File: src/sv/keypad_hold_time_debouncer_macros.svh
// ----------------------------------------------------------------------------
// Keypad hold-time debouncer assertion macros
// Shared concurrent assertion forms, clocked on clk_i; KHTD_ASSERT is disabled while rst_ni is low.
// ----------------------------------------------------------------------------
`ifndef KEYPAD_HOLD_TIME_DEBOUNCER_MACROS_SVH
`define KEYPAD_HOLD_TIME_DEBOUNCER_MACROS_SVH

// Checked only while the block is out of reset.
`define KHTD_ASSERT(label, prop, msg) \
  label: assert property (@(posedge clk_i) disable iff (!rst_ni) (prop)) else $error(msg);

// Checked at every edge, reset included.
`define KHTD_ASSERT_ALWAYS(label, prop, msg) \
  label: assert property (@(posedge clk_i) (prop)) else $error(msg);

`endif

File: src/sv/khtd_pkg.sv
// ----------------------------------------------------------------------------
// Keypad hold-time debouncer package
// Field widths, reset values and parameter defaults of the debouncer.
// ----------------------------------------------------------------------------
package khtd_pkg;

  localparam int KeyW    = 4;
  localparam int ThrW    = 8;
  localparam int HeldW   = 16;

  localparam int RowsDefault      = 4;
  localparam int ColsDefault      = 4;
  localparam int CountBitsDefault = 16;

  localparam logic [ThrW-1:0]  ThresholdReset = 8'd3;
  localparam logic [HeldW-1:0] HeldMax        = 16'hFFFF;

  typedef logic [KeyW-1:0]  key_t;
  typedef logic [ThrW-1:0]  thr_t;
  typedef logic [HeldW-1:0] held_t;

endpackage

File: src/sv/keypad_hold_time_debouncer.sv
// ----------------------------------------------------------------------------
// Keypad hold-time debouncer
// Per-key hold counters with press, down and release reporting.
// ----------------------------------------------------------------------------
// The block accepts one key sample per clock while in_ready_o is high and
// returns one result word per sample. It is a three-stage pipeline: stage one
// registers the sample, stage two performs the read-modify-write of the key's
// hold counter and released mark, and the output stage compares against the
// threshold and forms the held frame count. A result word is offered from the
// output register once its sample has passed stage one and stage two. The
// counter is written on the edge its sample leaves stage one, so samples of the
// same key may follow back to back. A stall on the output holds each full
// stage whose successor cannot load. The threshold is taken from its register
// and must only be written while no samples are in flight.
module keypad_hold_time_debouncer #(
  parameter int ROWS       = khtd_pkg::RowsDefault,
  parameter int COLS       = khtd_pkg::ColsDefault,
  parameter int COUNT_BITS = khtd_pkg::CountBitsDefault
) (
  input  logic               clk_i,
  input  logic               rst_ni,

  input  logic               cfg_valid_i,
  output logic               cfg_ready_o,
  input  khtd_pkg::thr_t     cfg_hold_threshold_i,

  input  logic               in_valid_i,
  output logic               in_ready_o,
  input  khtd_pkg::key_t     key_num_i,
  input  logic               level_i,

  output logic               out_valid_o,
  input  logic               out_ready_i,
  output khtd_pkg::key_t     result_key_o,
  output logic               is_down_o,
  output logic               is_pressed_o,
  output logic               is_released_o,
  output khtd_pkg::held_t    held_frames_o
);
  import khtd_pkg::*;

  localparam int KeyCount = ROWS * COLS;
  localparam int KeyDepth = (KeyCount < (1 << KeyW)) ? KeyCount : (1 << KeyW);
  localparam int IdxW     = (KeyDepth > 1) ? $clog2(KeyDepth) : 1;
  localparam int DiffW    = (COUNT_BITS + 1 > HeldW + 1) ? COUNT_BITS + 1 : HeldW + 1;

  typedef logic [COUNT_BITS-1:0] cnt_t;

  // Threshold register.
  thr_t thr_q;
  thr_t thr_eff;

  assign cfg_ready_o = 1'b1;

  always_ff @(posedge clk_i or negedge rst_ni) begin
    if (!rst_ni) begin
      thr_q <= ThresholdReset;
    end else if (cfg_valid_i) begin
      thr_q <= cfg_hold_threshold_i;
    end
  end

  // A zero threshold behaves as one.
  assign thr_eff = (thr_q == '0) ? thr_t'(1) : thr_q;

  // Stage load enables, chained from the output backwards.
  logic ld1, ld2, ld3;
  logic s1_v_q, s2_v_q, out_v_q;

  assign ld3        = !out_v_q || out_ready_i;
  assign ld2        = !s2_v_q || ld3;
  assign ld1        = !s1_v_q || ld2;
  assign in_ready_o = ld1;

  // Stage one: registered sample.
  key_t s1_key_q;
  logic s1_level_q;

  always_ff @(posedge clk_i or negedge rst_ni) begin
    if (!rst_ni) begin
      s1_v_q <= 1'b0;
    end else if (ld1) begin
      s1_v_q <= in_valid_i;
    end
  end

  always_ff @(posedge clk_i) begin
    if (in_valid_i && ld1) begin
      s1_key_q   <= key_num_i;
      s1_level_q <= level_i;
    end
  end

  // Stage two: counter read-modify-write. The previous sample wrote its key
  // on the edge it left stage one, so the arrays are always current here.
  cnt_t             cnt_q  [KeyDepth];
  logic [KeyDepth-1:0] mark_q;

  logic            s1_inr;
  logic [IdxW-1:0] s1_idx;
  cnt_t            cur_cnt;
  cnt_t            base_cnt;
  cnt_t            cnt_d;
  logic            mark_d;
  logic            s1_wr;

  assign s1_inr = ({{(32 - KeyW){1'b0}}, s1_key_q} < 32'(KeyCount));
  assign s1_idx = IdxW'(s1_key_q);
  assign s1_wr  = s1_v_q && ld2 && s1_inr;

  always_comb begin
    cur_cnt  = cnt_q[s1_idx];
    base_cnt = mark_q[s1_idx] ? '0 : cur_cnt;
    if (s1_level_q) begin
      cnt_d  = (base_cnt == '1) ? base_cnt : base_cnt + cnt_t'(1);
      mark_d = 1'b0;
    end else begin
      cnt_d  = base_cnt;
      mark_d = (base_cnt != '0);
    end
  end

  always_ff @(posedge clk_i or negedge rst_ni) begin
    if (!rst_ni) begin
      for (int i = 0; i < KeyDepth; i++) begin
        cnt_q[i] <= '0;
      end
      mark_q <= '0;
    end else if (s1_wr) begin
      cnt_q[s1_idx]  <= cnt_d;
      mark_q[s1_idx] <= mark_d;
    end
  end

  key_t s2_key_q;
  logic s2_inr_q;
  cnt_t s2_cnt_q;
  logic s2_mark_q;

  always_ff @(posedge clk_i or negedge rst_ni) begin
    if (!rst_ni) begin
      s2_v_q <= 1'b0;
    end else if (ld2) begin
      s2_v_q <= s1_v_q;
    end
  end

  always_ff @(posedge clk_i) begin
    if (s1_v_q && ld2) begin
      s2_key_q  <= s1_key_q;
      s2_inr_q  <= s1_inr;
      s2_cnt_q  <= cnt_d;
      s2_mark_q <= mark_d;
    end
  end

  // Output stage: threshold compare and held frame count.
  cnt_t             thr_c;
  logic             ge_thr;
  logic             eq_thr;
  logic [DiffW-1:0] held_full;
  logic             down_d, pressed_d, released_d;
  held_t            held_d;

  always_comb begin
    thr_c      = COUNT_BITS'(thr_eff);
    ge_thr     = (s2_cnt_q >= thr_c);
    eq_thr     = (s2_cnt_q == thr_c);
    held_full  = DiffW'(s2_cnt_q) - DiffW'(thr_eff) + DiffW'(1);
    down_d     = s2_inr_q && !s2_mark_q && ge_thr;
    pressed_d  = s2_inr_q && !s2_mark_q && eq_thr;
    released_d = s2_inr_q && s2_mark_q && ge_thr;
    if (!released_d) begin
      held_d = '0;
    end else if (held_full > DiffW'(HeldMax)) begin
      held_d = HeldMax;
    end else begin
      held_d = held_full[HeldW-1:0];
    end
  end

  key_t  out_key_q;
  logic  out_down_q, out_pressed_q, out_released_q;
  held_t out_held_q;

  always_ff @(posedge clk_i or negedge rst_ni) begin
    if (!rst_ni) begin
      out_v_q <= 1'b0;
    end else if (ld3) begin
      out_v_q <= s2_v_q;
    end
  end

  always_ff @(posedge clk_i) begin
    if (s2_v_q && ld3) begin
      out_key_q      <= s2_key_q;
      out_down_q     <= down_d;
      out_pressed_q  <= pressed_d;
      out_released_q <= released_d;
      out_held_q     <= held_d;
    end
  end

  assign out_valid_o   = out_v_q;
  assign result_key_o  = out_key_q;
  assign is_down_o     = out_down_q;
  assign is_pressed_o  = out_pressed_q;
  assign is_released_o = out_released_q;
  assign held_frames_o = out_held_q;

  // Assertions.
  `include "keypad_hold_time_debouncer_macros.svh"

  `KHTD_ASSERT(a_mark_has_count, s2_v_q && s2_mark_q |-> s2_cnt_q != '0, "mark with zero count")
  `KHTD_ASSERT(a_press_is_down, out_v_q && out_pressed_q |-> out_down_q, "pressed word not down")
  `KHTD_ASSERT(a_release_not_down, out_v_q && out_released_q |-> !out_down_q, "down on release")
  `KHTD_ASSERT(a_held_zero, out_v_q && !out_released_q |-> out_held_q == '0, "stray held frames")
  `KHTD_ASSERT(a_held_set, out_v_q && out_released_q |-> out_held_q != '0, "zero held frames")

endmodule
File: config.mk
export PLATFORM = sky130hd
export DESIGN_NAME = keypad_hold_time_debouncer
export DESIGN_NICKNAME = d
export VERILOG_FILES = /design/src/sv/khtd_pkg.sv /design/src/sv/keypad_hold_time_debouncer.sv
export VERILOG_INCLUDE_DIRS = /design/src /design/src/sv
export SDC_FILE = /design/constraint.sdc
export NUM_CORES = 1
export LEC_CHECK = 0
export BUFFER_PORTS_ARGS = -buffer_cell sky130_fd_sc_hd__buf_2
export CAP_MARGIN = 20
export CORE_MARGIN = 8
export CORE_UTILIZATION = 52
export DETAILED_ROUTE_END_ITERATION = 16
export PLACE_DENSITY = 0.79
export SYNTH_ARGS = -nofsm -noshare
export SYNTH_HDL_FRONTEND = slang
export SYNTH_SLANG_ARGS = --single-unit
File: constraint.sdc
create_clock -name clk_i -period 10.8 [get_ports clk_i]
set_input_delay 0.54 -clock clk_i [delete_from_list [all_inputs] [get_ports clk_i]]
set_output_delay 0.54 -clock clk_i [all_outputs]
set_load 0.005 [all_outputs]
==> results.py <==
metrics = {
    "global_routing": {
        "antenna_found_initial": 0,
        "grt_pass1_wl_um": 58400,
        "grt_max_degree": 192,
        "grt-ovfl-total": 0,
        "first_global_vias": 11060,
        "grt_usage_pct": 20.08,
    },
    "cells_and_area": {
        "post-route-util_pct": 58.72,
        "drive_gt1_share_pct": 21.13,
        "diodes": 0,
        "fillCellCount": 2282,
        "design_area_mm2": 0.01745,
        "syn2layout_area_growth_pct": 10.66,
        "nets": 1440,
    },
    "cts": {
        "htree_levels": 2,
        "cts_tree": "done",
        "clock_latency_ps": 500,
        "cts_made_buffers": 35,
        "ctsResizeCount": 0,
        "hold_buffers": 0,
        "clkSlewWorstSetupHoldPaths_ps": 60,
        "cts_max_path_buffers": 3,
        "post_cts_buffers": 0,
        "cts_root_buf": "clkbuf_16",
        "clock-sinks": 332,
    },
    "synthesis": {
        "yosysWarnings": 0,
        "syn_nets": 1424,
        "synth_cell_types": 71,
        "synth_edf_count": 49,
        "ys.flop_type": "dfrtp_1",
        "syn-cell-area_mm2": 0.01577,
        "synthCells": 1369,
        "ys_seq_area_share_pct": 54.26,
        "synth_top_area_share_pct": 44.60,
        "synthArstFlopShare_pct": 85.24,
        "yosys-top-cells-area": "dfrtp_1, mux4_2, edfxtp_1, nand2_1, mux2_2",
        "ys_ff_latch": 332,
        "synth_most_common_cell": "dfrtp_1",
        "synth_top_cell_by_area": "dfrtp_1",
        "avgSynthCellArea_um2": 11.52,
        "synthTopCellsByCount": "dfrtp_1, nand2_1, o21ai_0, o21ai_1, mux4_2",
    },
    "pwr": {
        "p_clk_share_pct": 32.3,
        "ir_worst_vdd_mv": 0.1038,
        "intPower_uw": 2584,
        "p_leak_uw": 0.007735,
        "power.density_mw_per_mm2": 210.1,
        "combPwrFrac_pct": 22.2,
        "swShare_pct": 29.50,
        "pwr-share-seq_pct": 45.5,
        "switchingPower_uw": 1081,
    },
    "routing": {
        "route.detailed.drc": 0,
        "drt_iter0_markers": 1004,
        "final_antenna_net_count": 0,
        "routed_wl_um": 36300,
        "dr.pass1.iters": 7,
        "vias": 10710,
        "wire_per_inst_um": 20.17,
        "via_per_inst": 5.949,
    },
    "critical_path": {
        "r2r-end": "cnt_q[164]",
        "worst_ep_required_time_ps": 11230,
        "path_max_fanout": 46,
        "r2r-start": "s1_idx[0]",
        "rr_worst_depth": 13,
        "crit_arrival_ps": 5520,
        "reg2reg_slack_ps": 5710,
        "cp-startpoint": "s1_idx[0]",
        "crit_type": "register to register",
        "start_kind": "register",
        "end_kind": "register",
    },
    "die": {
        "boundaryPins": 44,
        "chipWidth_um": 190.1,
        "die_y_um": 190.1,
        "start_util_pct": 53.06,
        "core-area_mm2": 0.02972,
        "fp-row-count": 63,
        "dieArea_mm2": 0.03615,
    },
    "place": {
        "place.gp.congestion": 0.9279,
        "placed_area_mm2": 0.01623,
        "dp_hpwl_um": 23010,
        "port_buffers": 42,
    },
    "sta": {
        "tightestPinTransition_ps": 1104,
        "tns_ps": 0,
        "fmax_mhz": 196.6,
        "drv_slew": 0,
        "fin_crit_sh_pct": 47.09,
        "period_minus_slack_ps": 5086,
        "rsz0062_at_grt": "false",
        "slew_headroom_pct": 26.40,
        "finalSetupViolations": 0,
        "clock_skew_ps": 19.70,
        "report.final.hold_viol_count": 0,
    },
    "job": {
        "max-cap-violations": 0,
    },
    "worst_hold_path": {
        "hold_path_class": "input pin to asynchronous set/reset pin",
    },
    "outcome": {
        "outcome": "completed",
    },
}
how the worst max path moves through the flow:
stage               slack [ps]            to  cells after the start
floorplan                 6910   s2_cnt_q[1]                     18
global placement          5720  s2_cnt_q[12]                     13
detailed placement        5430    cnt_q[225]                     13
CTS                       5330    cnt_q[225]                     13
global route              5230    cnt_q[148]                     13
finish                    5710    cnt_q[164]                     13
critical path: stages, from the launching register on:
cell and delay (ps):
edfxtp_1 340, buf_4 670, mux4_2 600, a22oi_1 420, and2_1 590, nand2_1 240
inv_1 110, ha_1 160, and2_1 170, nand4b_4 140, nor3_4 320, a21boi_1 120
a211oi_2 790, mux2_2 300
stage by stage:
step	hold slack (ps)	std cells	total power, uW	setup WS (ps)
3_5_place_dp	413.3	1729	2479	5427
3_3_place_gp	401.8	1728	2426	5721
4_1_cts	103.0	1791	3666	5327
6_report	83.03	1800	3665	5714
5_1_grt	135.8	1800	3855	5233
2_1_floorplan	244.4	1369	2253	6910
cell usage in the layout (no fill, tap or decap), types with 5 or more instances in the layout:
cell,netlist,routed
nor2_1,58,58
a22oi_1,21,21
a21oi_1,52,52
o21ai_2,6,6
nand2_1,234,234
buf_4,10,35
clkbuf_8,0,5
clkinv_2,0,7
clkbuf_1,63,6
xnor2_1,15,15
a211oi_1,15,15
ha_1,33,33
nor2b_1,7,7
edfxtp_1,49,49
nor3_1,6,5
and2_1,6,6
mux4_2,71,71
buf_2,19,41
nor4_1,5,5
dfrtp_1,281,281
nand4_1,7,7
o21ai_1,81,81
mux2_2,52,52
clkbuf_16,0,35
o21ai_0,113,113
inv_1,52,52
a21o_1,6,6
nand2b_1,6,6
nand3_1,11,11
state kept, by name (all words and copies together) (netlist names), 4 cells and up:
name,count
cnt_q,256
held_frames_o,16
mark_q,16
s2_cnt_q,16
thr_q,8
result_key_o,4
s1_idx,4
s2_key_q,4
cell type report:
cell class                 instances  area [um2]  area share [%]
multi-input combinational        881        6534           37.44
clock inverter                    16       163.9          0.9393
clock buffer                      46       967.2           5.543
inverter                          56       210.2           1.205
timing repair buffer              79       530.5           3.040
tap                              390       488.0           2.797
sequential                       332        8556           49.03
routing by layer:
| metal | vias up | part of all wire [%] | global-route usage [%] |
|---|---|---|---|
| li1 | 4891 | - | - |
| met1 | 5350 | 40 | 25.08 |
| met2 | 373 | 50 | 34.15 |
| met3 | 95 | 6.5 | 3.772 |
| met4 | 0 | 3.3 | 8.144 |
| met5 | - | 0 | 0 |
power by group through the flow:
stage	clock, uW	sequential, uW	combinational, uW
3_5_place_dp	0	1680	795
6_report	1180	1670	815
4_1_cts	1200	1670	800
3_3_place_gp	0	1670	758
5_1_grt	1250	1690	910
2_1_floorplan	0	1640	614
kinds of logic (layout without fill, tap and decap cells):
group,count (synthesis),after routing,share of synthesized area (%)
buffers and inverters,156,197,4.436
adders and majority gates,37,37,3.127
muxes,126,126,14.05
other,1,1,0.02378
AOI/OAI and AO/OA,330,330,12.16
DFF,332,332,54.26
xor gates and xnor gates,24,24,1.643
and+or+nand+nor,363,363,10.30
Note: power is estimated with default switching activity, not from simulation.
